`config.mk`:
```
export PLATFORM = sky130hd
export DESIGN_NAME = dvrs_relax
export DESIGN_NICKNAME = d
export VERILOG_FILES = /design/src/rtl/dvrs_pkg.sv /design/src/rtl/dvrs_relax.sv
export SDC_FILE = /design/constraint.sdc
export NUM_CORES = 1
export LEC_CHECK = 0
export ABC_AREA = 1
export ABC_CLOCK_PERIOD_IN_PS = 2650
export BUFFER_PORTS_ARGS = -buffer_cell sky130_fd_sc_hd__buf_2
export CAP_MARGIN = 40
export CORE_MARGIN = 2
export CORE_UTILIZATION = 45
export DETAILED_ROUTE_END_ITERATION = 8
export GPL_ROUTABILITY_DRIVEN = 0
export GPL_TIMING_DRIVEN = 0
export PLACE_DENSITY = 0.79
export SLEW_MARGIN = 20
export SYNTH_ARGS = -nofsm -noshare
export SYNTH_HDL_FRONTEND = slang
export SYNTH_SLANG_ARGS = --single-unit
```
`constraint.sdc`:
```
create_clock -name vclk -period 2.65
set_clock_uncertainty 0.2 [all_clocks]
set_input_delay 0 -clock vclk [all_inputs]
set_output_delay 0 -clock vclk [all_outputs]
set_load 0.05 [all_outputs]
```
`src/rtl/dvrs_pkg.sv`:
```
`timescale 1ns / 1ps
package dvrs_pkg;

  // Opcodes carried in s_axis_tuser
  localparam logic [1:0] OP_SET   = 2'd0;
  localparam logic [1:0] OP_RUN   = 2'd1;
  localparam logic [1:0] OP_QUERY = 2'd2;

  // Result kinds carried in m_axis_tuser
  localparam logic KIND_RUN   = 1'b0;
  localparam logic KIND_QUERY = 1'b1;

  // Register indexes (byte address = 4 * index)
  localparam logic [1:0] REG_ACTIVE  = 2'd0;
  localparam logic [1:0] REG_ROUNDS  = 2'd1;
  localparam logic [1:0] REG_CEILING = 2'd2;

  localparam int PADDR_W = 4;
  localparam int PDATA_W = 32;
  localparam int IN_DATA_W  = 32;
  localparam int OUT_DATA_W = 32;

  localparam logic [4:0]  ACTIVE_RST  = 5'd16;
  localparam logic [7:0]  ROUNDS_RST  = 8'd64;
  localparam logic [15:0] CEILING_RST = 16'hFFFF;

  // Control into the relax unit
  typedef struct packed {
    logic direct;  // neighbor is the destination itself
    logic skip;    // no candidate this cycle
  } relax_ctl_t;

endpackage

```
`src/rtl/dvrs_relax.sv`:
```
`timescale 1ns / 1ps
module dvrs_relax
  import dvrs_pkg::*;
#(
  parameter int CW = 17
) (
  input  logic [CW-1:0] lk_i,
  input  logic [CW-1:0] pv_i,
  input  logic [CW-1:0] best_i,
  input  logic [CW-1:0] ceil_i,
  input  relax_ctl_t    ctl_i,
  output logic          take_o,
  output logic [CW-1:0] cand_o
);

  logic [CW-1:0] addend;

  // Both terms are below 2^(CW-1) when used, so the sum fits CW bits.
  assign addend = ctl_i.direct ? '0 : pv_i;
  assign cand_o = lk_i + addend;

  assign take_o = !ctl_i.skip && !lk_i[CW-1] && (ctl_i.direct || !pv_i[CW-1]) &&
                  (cand_o < ceil_i) && (cand_o < best_i);

endmodule

```
# Word level (Yosys, flattened, before mapping)
# Index checks and enable logic that the tools add are counted.
# classes
reduce_logical	8
n_mux	1
order_cmp	2
add_sub_neg	1
# op_table
operator	count
17-bit less-than comparator	2
17-bit adder	1
17-bit 2-to-1 mux	1
1-bit logical AND	4
1-bit zero test	3
1-bit logical OR	1
# word_totals
reg_bits	0
output_inout_bits	18
word_cells	12
in_bits	70

# Longest topological paths before layout
# Gate-level depths: netlist of run 1.
# depth
word_depth	5
ltp_mapped	24
ltp_nobuf	23

# Least setup slack after synthesis of run 1
# OpenSTA, ideal clock, no wires.
# synth_timing
path_type	input-to-output
startpoint	input port ctl_i[1] (netlist bit)
endpoint	output port take_o
n_path_buf	2
required_ps	2450
setup_slack_ps	-1240
path_stages	17
t_arrival_ps	3690
cell_sequence	buf_4 > clkbuf_1 > nor2_1 > ha_1 > fa_1 > nand3_1 > nand2_1 > nand2_1 > nand2_2 > xor2_1 > ha_1 > a21o_1 > nor2_1 > nand2_1 > nand2_1 > nand3_1 > nor2_1
# synth_between
elab_chain_cells	5
word_cells_on_any_way	8
classes_between	add/sub: 1; order compare: 2; mux: 1; reduce/logical: 4
# synth_rtl
element	line	source
start, declared	dvrs_relax.sv:11	input relax_ctl_t ctl_i,
17-bit 2-to-1 mux (*)	dvrs_relax.sv:19	assign addend = ctl_i.direct ? '0 : pv_i;
17-bit adder (*)	dvrs_relax.sv:20	assign cand_o = lk_i + addend;
named net cand_o[8]	dvrs_relax.sv:13	output logic [CW-1:0] cand_o
17-bit less-than comparator	dvrs_relax.sv:23	(cand_o < ceil_i) && (cand_o < best_i);
1-bit logical AND	dvrs_relax.sv:22	assign take_o = !ctl_i.skip && !lk_i[CW-1] && (ctl_i.direct || !pv_i[CW-1]) &&
1-bit logical AND (*)	dvrs_relax.sv:23	
end, declared	dvrs_relax.sv:12	output logic take_o,
# Mark *: on every way through the listed nets, which the timed path passes. The rest lies on a longest branch.

# Worst setup path after layout of run 1
# layout_timing
startpoint	input port ctl_i[1] (netlist bit)
endpoint	output port take_o
# layout_between
elab_chain_cells	5
word_cells_on_any_way	8
classes_between	add/sub: 1; order compare: 2; mux: 1; reduce/logical: 4
# layout_rtl
element	line
17-bit 2-to-1 mux	dvrs_relax.sv:19
17-bit adder	dvrs_relax.sv:20
17-bit less-than comparator	dvrs_relax.sv:23
1-bit logical AND	dvrs_relax.sv:22
1-bit logical AND (*)	dvrs_relax.sv:23
# Every way passes the cells marked *; elsewhere a longest branch is shown, timed or not.

==> results of run 1 <==
synth_stat cells, drive strengths merged:
cell type / count / area share [%]
nand3b: 1 / 0.38
buf: 1 / 0.38
nor2: 45 / 8.8
clkbuf: 1 / 0.19
nand3: 19 / 5.1
nand4: 1 / 0.32
nor3: 4 / 1.8
a21boi: 1 / 0.38
a21o: 1 / 0.38
xor2: 7 / 3.1
and2: 1 / 0.32
fa: 1 / 1.0
o21a: 1 / 0.38
a21oi: 22 / 6.1
inv: 88 / 17
o21ai: 5 / 1.3
ha: 48 / 30
nand2: 117 / 23
per-stage QoR:
stage               instance area, µm²  util, %  setup WS (ps)
finish                            3300     76.9           -119
CTS                               3090     72.0           2.03
detailed placement                2760     64.3           -345
global placement                  2760     64.3           -296
floorplan                         2260        -           -170
global route                      3300     76.9           -266
path summary, 6_finish.rpt:
kind | to | slack, ps | cells past startpoint
setup / recovery | take_o | -120 | 20
hold / removal | cand_o[0] | 300 | 3
power breakdown:
group / switching [mW] / internal (mW)
clock: 0 / 0
sequential: 0 / 0
combinational: 0.610 / 0.381
layer usage:
layer | vias to the layer above | track usage [%] | part of all wire [%]
met3 | 26 | 0.577 | 5.6
met5 | - | 0 | 0
met4 | 0 | 3.42 | 3.4
li1 | 1321 | - | -
met1 | 1168 | 26.4 | 40
met2 | 113 | 45.7 | 51
kinds of logic (layout without fill, tap and decap cells):
kind of cell | Yosys count | count (layout) | share of synthesized area (%)
buffers and inverters | 90 | 194 | 17.3
AOI/OAI and AO/OA | 30 | 30 | 8.54
and+or+nand+nor | 188 | 188 | 39.7
xor gates and xnor gates | 7 | 7 | 3.10
adders and majority gates | 49 | 49 | 31.4
layout make-up:
class / count / area [µm²] / area share (%)
Tap cell: 52 / 65.1 / 1.97
Timing Repair Buffer: 104 / 592 / 17.9
Buffer: 2 / 45.0 / 1.36
Inverter: 88 / 330 / 10.0
Multi-Input combinational cell: 274 / 2270 / 68.7
what timing repair did:
action                                  4_1_cts  5_1_grt
gates cloned                                  1        0
pin swaps                                    19       30
setup buffers                                 7        9
endpoints found under the setup margin        1        1
resized for setup                            49       29
==> results.yml, run 1 <==
pwr:
  p_per_area_nw_per_um2: 300
  peakVddDrop_v: 0.000150
  leakage_nw: 1.87
  total_power_uw: 991
final_layout:
  seq_cells: 0
  finalNetCount: 589
  antenna_cells: 0
  final_cell_mix: "buf_2, inv_1, nand2_1, nand2_2, ha_1"
  nClkBuffers: 0
  final_common_cell: "buf_2"
  finalNonFillerCells: 520
  syn_to_final_growth_pct: 66.9
  drive_gt1_share_pct: 45.7
  seq_area_um2: 0
  nFillCells: 301
worst_setup_path:
  crit_slowest_cell: "ha_4"
  crit_start: "ctl_i[1]"
  path_buf_inv: 4
  cp_cell_sequence: "buf_12, clkbuf_8, nor2_4, ha_4, nand2_2, inv_1, nand2_1, nor3_2, nand2_2, nand3b_1, nand2_4, ha_4, nand2_2, nand2_1, nor2_1, nand4_1, nor2_2, nand3_2, nor2_4, buf_8"
  cpMostUsedCell: "nand2_2"
  cp-start-kind: "input port"
  crit_arrival_ps: 2570
  critPathTopFamily: "simple AND/OR/NAND/NOR gates"
  critPathMaxStageDelay_ps: 320
  required_ps: 2450
  cp_max_fo: 8
  crit_type: "input port to output pin"
  endpoint_kind: "output pin"
synthesis:
  ys_types: 24
  syn_avg_cell_area_um2: 5.43
  synth_warnings: 0
  ys_seq_area_share_pct: 0
  syn-cell-area_um2: 1980
  netlist_instances: 364
  synth_fp_nets: 483
timing:
  fin_tns_setup_ps: -119
  setup_ws_ps: -119
  min_period_ps: 2770
  worst_slew_pin_slew_ps: 258
  rsz0062_at_grt: "true"
  relSlewSlack_pct: 82.7
  min_period_over_period_pct: 104
  setup_violations: 1
  slew_viol_final: 0
  max_freq_mhz: 361
  whs_ps: 300
  hold_viol: 0
detailed_routing:
  viasPerCell: 5.05
  drt-pass1-iter-count: 4
  wl_per_cell_um: 12.7
  routed_wl_mm: 6.59
  drt_iter0_drc: 86
  ant_nets: 0
  vias: 2628
  drc: 0
status:
  status: "finished, violations left"
  violations: "negative setup slack"
place:
  place_hpwl_mm: 4.44
  portBuffers: 87
  placed_cells: 503
global_route:
  grt_use_total_pct: 22.6
  overflow: 0
  grt_pass1_vias: 2410
  antenna_found_initial: 0
  grt_pass1_wl_mm: 9.58
  grt_max_degree: 10
min_path:
  holdCritStartpoint: "lk_i[0]"
  hold_class: "input port to output pin"
floorplan:
  core-area_um2: 4290
  start_util_pct: 46.1
  rows: 24
  die-area_um2: 4940
  die_h_um: 70.3
  die_w_um: 70.3
  ios: 88
job:
  cap_violations: 0
clocking:
  ctsHoldBuffers: 0
Power figures use the tool's default switching activity.
==> run 2, diff against run 1 <==
--- a/config.mk
+++ b/config.mk
@@ -5,16 +5,16 @@
 export SDC_FILE = /design/constraint.sdc
 export NUM_CORES = 1
 export LEC_CHECK = 0
-export ABC_AREA = 1
+export ABC_AREA = 0
 export ABC_CLOCK_PERIOD_IN_PS = 2650
 export BUFFER_PORTS_ARGS = -buffer_cell sky130_fd_sc_hd__buf_2
 export CAP_MARGIN = 40
 export CORE_MARGIN = 2
-export CORE_UTILIZATION = 45
+export CORE_UTILIZATION = 44
 export DETAILED_ROUTE_END_ITERATION = 8
 export GPL_ROUTABILITY_DRIVEN = 0
 export GPL_TIMING_DRIVEN = 0
-export PLACE_DENSITY = 0.79
+export PLACE_DENSITY = 0.8
 export SLEW_MARGIN = 20
 export SYNTH_ARGS = -nofsm -noshare
 export SYNTH_HDL_FRONTEND = slang
==> run 2 against run 1 <==
Net effect: the run still ends with negative setup slack left; cell count decreased by 25%; core utilization decreased by 9.2 points; maximum frequency decreased by 19%; count of clock-buffer cells in the layout unchanged; critical path depth decreased by 3; synthesized cell count decreased by 34%; global-route usage decreased by 0.58 points; critical path type unchanged.
==> results.yml, run 2 <==
status:
  status: "finished, violations left"
  violations: "negative setup slack"
global_route:
  grt_pass1_vias: 1813
  antenna_found_initial: 0
  grt_pass1_wl_mm: 7.80
  overflow: 0
  grt_use_total_pct: 22.1
  grt_max_degree: 9
synthesis:
  synth_area_leaders: "ha_1, inv_1, a21oi_1"
  syn-cell-area_um2: 1710
  syn_avg_cell_area_um2: 7.08
  synth_top_area_share_pct: 35.1
  ys_types: 35
  synth_warnings: 0
  netlist_instances: 242
  yosys-top-cells-count: "ha_1, inv_1, a21oi_1"
  ys_seq_area_share_pct: 0
  synth.largest_area_cell: "ha_1"
  synthMostInstantiatedCell: "ha_1"
  synth_fp_nets: 361
detailed_routing:
  ant_nets: 0
  vias: 2036
  routed_wl_mm: 5.04
  viasPerCell: 5.23
  drt-pass1-iter-count: 4
  drc: 0
  wl_per_cell_um: 13.0
  drt_iter0_drc: 58
place:
  place_hpwl_mm: 4.04
  portBuffers: 88
  dpl_cell_area_um2: 2300
worst_setup_path:
  path_buf_inv: 3
  critPathTopFamily: "compound AO/OA/AOI/OAI gates"
  required_ps: 2450
  crit_arrival_ps: 3210
  crit_slowest_cell: "fa_2"
  crit_type: "input port to output pin"
  endpoint_kind: "output pin"
  cp-start-kind: "input port"
  cp_max_fo: 4
  critPathMaxStageDelay_ps: 370
  cp_cell_sequence: "buf_12, clkbuf_16, nor2b_4, ha_4, fa_2, a211oi_4, o211ai_1, a21o_2, a21oi_2, xnor2_2, ha_1, a21o_1, a21o_1, a21oi_2, o211ai_1, a211oi_4, buf_6"
floorplan:
  die_h_um: 66.4
  core-area_um2: 3690
  die_w_um: 66.4
  start_util_pct: 46.4
  rows: 22
  ios: 88
  die-area_um2: 4410
final_layout:
  antenna_cells: 0
  final_cell_mix: "buf_2, ha_1, inv_1, a21oi_1, nor2_1"
  syn_to_final_growth_pct: 45.7
  fin_area_um2: 2500
  final_core_util_pct: 67.7
  nClkBuffers: 0
  drive_gt1_share_pct: 37.0
  finalNetCount: 462
  nFillCells: 341
  seq_area_um2: 0
  final_common_cell: "buf_2"
  seq_cells: 0
timing:
  min_period_ps: 3410
  worst_slew_pin_slew_ps: 399
  max_freq_mhz: 294
  hold_viol: 0
  min_period_over_period_pct: 129
  setup_violations: 1
  rsz0062_at_grt: "true"
  relSlewSlack_pct: 73.2
  setup_ws_ps: -756
  slew_viol_final: 0
pwr:
  total_power_uw: 819
  peakVddDrop_v: 0.000139
  leakage_nw: 1.44
  p_per_area_nw_per_um2: 328
min_path:
  hold_class: "input port to output pin"
job:
  cap_violations: 0
## run 2: cell types whose count changed after synthesis, moves of 6 or more
| cell | change |
|---|---|
| nand3_1 | -12 |
| nor2b_1 | +17 |
| nand2_1 | -100 |
| a21o_1 | +9 |
| xnor2_1 | +8 |
| nand2_2 | -7 |
| nor2_1 | -24 |
| inv_1 | -47 |
| a211oi_1 | +6 |
## run 2: worst paths after layout
| path | startpoint | endpoint | slack, ps | cells past startpoint |
|---|---|---|---|---|
| worst max-delay path | ctl_i[1] | take_o | -760 | 17 |
| worst min-delay path | lk_i[0] | cand_o[0] | 310 | 3 |
## run 2: logic make-up after synthesis
group                      Yosys count  synth area share, %
and+or+nand+nor                     65                 19.1
buffers and inverters               38                 8.33
adders and majority gates           49                 36.2
AOI/OAI and AO/OA                   78                 30.2
xor gates and xnor gates            12                 6.14
## run 2: cell type report
cell class | count | area [µm²] | share of cell area [%]
inverters | 36 | 135 | 5.41
multi-input cells | 204 | 1720 | 69.1
repair buffers | 99 | 548 | 22.0
plain buffers | 2 | 28.8 | 1.15
well taps | 48 | 60.1 | 2.41
## run 2: timing repair
action	in CTS	in global routing
buffers inserted	9	2
gates resized for setup	22	1
hold buffers	0	0
pin swaps	19	8
endpoints found under the setup margin	5	3
## run 2: report_power, final
part / total, mW / internal [mW] / switching (mW) / leakage, nW
sequential: 0 / 0 / 0 / 0
combinational: 0.819 / 0.316 / 0.503 / 1.44
clock: 0 / 0 / 0 / 0
## run 2: stage by stage
stage	setup slack [ps]	std cells	hold WS (ps)	TNS, ps
finish	-756	389	307	-756
global route	-880	389	319	-920
CTS	-656	387	304	-656
detailed placement	-1230	378	310	-1880
global placement	-1260	378	291	-1880
floorplan	-1140	242	96.8	-1140
## run 2: metal layers
layer / wire length, µm / share of wire, % / up-vias / track usage (%)
met4: 80 / 1.6 / 0 / 4.08
met2: 2510 / 50 / 56 / 40.6
li1: - / - / 1069 / -
met1: 2240 / 44 / 903 / 28.3
met3: 206 / 4.1 / 8 / 0.852
met5: 0 / 0 / - / 0
==> run 3, diff against run 2 <==
--- a/config.mk
+++ b/config.mk
@@ -6,15 +6,15 @@
 export NUM_CORES = 1
 export LEC_CHECK = 0
 export ABC_AREA = 0
-export ABC_CLOCK_PERIOD_IN_PS = 2650
+export ABC_CLOCK_PERIOD_IN_PS = 3700
 export BUFFER_PORTS_ARGS = -buffer_cell sky130_fd_sc_hd__buf_2
 export CAP_MARGIN = 40
 export CORE_MARGIN = 2
-export CORE_UTILIZATION = 44
+export CORE_UTILIZATION = 49
 export DETAILED_ROUTE_END_ITERATION = 8
 export GPL_ROUTABILITY_DRIVEN = 0
 export GPL_TIMING_DRIVEN = 0
-export PLACE_DENSITY = 0.8
+export PLACE_DENSITY = 0.84
 export SLEW_MARGIN = 20
 export SYNTH_ARGS = -nofsm -noshare
 export SYNTH_HDL_FRONTEND = slang
==> constraint.sdc (replaced) <==
create_clock -name vclk -period 3.7
set_clock_uncertainty 0.2 [all_clocks]
set_input_delay 0 -clock vclk [all_inputs]
set_output_delay 0 -clock vclk [all_outputs]
set_load 0.05 [all_outputs]
==> run 3 against run 2 <==
Net effect: the flow now finishes without violations; hold slack got worse by 13 ps; cell count down 3.1%; global-route usage barely moved; design area decreased by 4.7%; flip-flop and latch count unchanged; setup slack improved by 940 ps; total power is 32% lower; critical path depth unchanged; wire length down 8.8%; first-iteration DRC count shrank 1.7%; sequential share of layout area stayed put; via count is 0.74% lower; highest routed layer unchanged.
==> results.yml, run 3 (synthesis results as in run 2) <==
timing:
  setup_violations: 0
  min_period_over_period_pct: 95.0
  rsz0062_at_grt: "false"
  worst_slew_pin_slew_ps: 487
  max_freq_mhz: 285
  setup_ws_ps: 185
  relSlewSlack_pct: 67.3
  min_period_ps: 3510
  slew_viol_final: 0
  hold_viol: 0
worst_setup_path:
  crit_type: "input port to output pin"
  cp-start-kind: "input port"
  crit_arrival_ps: 3310
  critPathMaxStageDelay_ps: 380
  crit_slowest_cell: "fa_2"
  path_buf_inv: 3
  cp_max_fo: 10
  required_ps: 3500
  cp_cell_sequence: "buf_6, clkbuf_16, nor2b_1, ha_2, fa_2, a211oi_4, o211ai_1, a21o_2, a21oi_4, xnor2_4, ha_4, a21o_1, a21o_1, a21oi_1, o211ai_1, a211oi_4, buf_6"
  endpoint_kind: "output pin"
  critPathTopFamily: "compound AO/OA/AOI/OAI gates"
detailed_routing:
  drc: 0
  viasPerCell: 5.36
  wl_per_cell_um: 12.2
  ant_nets: 0
  routed_wl_mm: 4.60
  drt-pass1-iter-count: 4
  vias: 2021
  drt_iter0_drc: 57
global_route:
  grt_use_total_pct: 22.1
  grt_pass1_vias: 1804
  grt_max_degree: 11
  antenna_found_initial: 0
  grt_pass1_wl_mm: 7.47
  overflow: 0
floorplan:
  die_w_um: 63.1
  die_h_um: 63.1
  rows: 21
  core-area_um2: 3340
  ios: 88
  start_util_pct: 51.3
  die-area_um2: 3980
pwr:
  peakVddDrop_v: 0.000167
  total_power_uw: 555
  leakage_nw: 1.37
  p_per_area_nw_per_um2: 233
final_layout:
  finalNetCount: 452
  final_cell_mix: "buf_2, ha_1, inv_1, a21oi_1, nor2_1"
  drive_gt1_share_pct: 33.2
  seq_cells: 0
  antenna_cells: 0
  final_common_cell: "buf_2"
  seq_area_um2: 0
  final_core_util_pct: 71.3
  nFillCells: 308
  fin_area_um2: 2380
  nClkBuffers: 0
  syn_to_final_growth_pct: 38.9
place:
  place_ws_ps: -180
  place_hpwl_mm: 3.96
  portBuffers: 88
  dpl_cell_area_um2: 2300
job:
  cap_violations: 0
status:
  status: "finished clean"
clocking:
  ctsHoldBuffers: 0
min_path:
  hold_class: "input port to output pin"
==> run 3: changes by cell type in the layout (fill, tap and decap cells not counted), sizes merged <==
cell | previous run | this run
buf | 99 | 89
==> run 3: repair_timing <==
| action | CTS | global route |
|---|---|---|
| resized for setup | 6 | 7 |
| buffers inserted | 0 | 1 |
| endpoints found under the setup margin | 1 | 1 |
| pin swaps | 0 | 9 |
==> run 3: final timing paths <==
path,cells past startpoint,from,end
setup / recovery,17,ctl_i[1],take_o
hold / removal,3,lk_i[0],cand_o[0]
==> run 3: layout make-up <==
class                           instances  area, µm²  area share (%)
Tap cell                               46       57.6            2.42
Timing Repair Buffer                   89        460            19.4
Buffer                                  2       28.8            1.21
Multi-Input combinational cell        204       1700            71.3
Inverter                               36        135            5.68
==> run 3: layer usage <==
metal | share of wire (%) | track usage, % | vias to the layer above
met2 | 50 | 40.8 | 62
met1 | 44 | 28.8 | 904
li1 | - | - | 1049
met3 | 5.1 | 1.25 | 6
met4 | 0.91 | 2.22 | 0
met5 | 0 | 0 | -
==> run 3: report_power, final <==
| group | switching (mW) | total [mW] | internal (mW) |
|---|---|---|---|
| Combinational | 0.347 | 0.555 | 0.208 |
| Clock | 0 | 0 | 0 |
| Sequential | 0 | 0 | 0 |
| Total | 0.347 | 0.555 | 0.208 |
==> run 3: per-stage QoR <==
stage | hold WS [ps] | cells | TNS (ps)
after floorplan | 96.8 | 242 | -94.0
after global placement | 290 | 376 | -199
after detailed placement | 290 | 376 | -180
after CTS | 293 | 376 | 0
after global routing | 321 | 377 | 0
final | 295 | 377 | 0
==> run 3: tightest hold or removal path: stages <==
cell   delay [ps]
buf_2          80
ha_2          160
buf_2         260
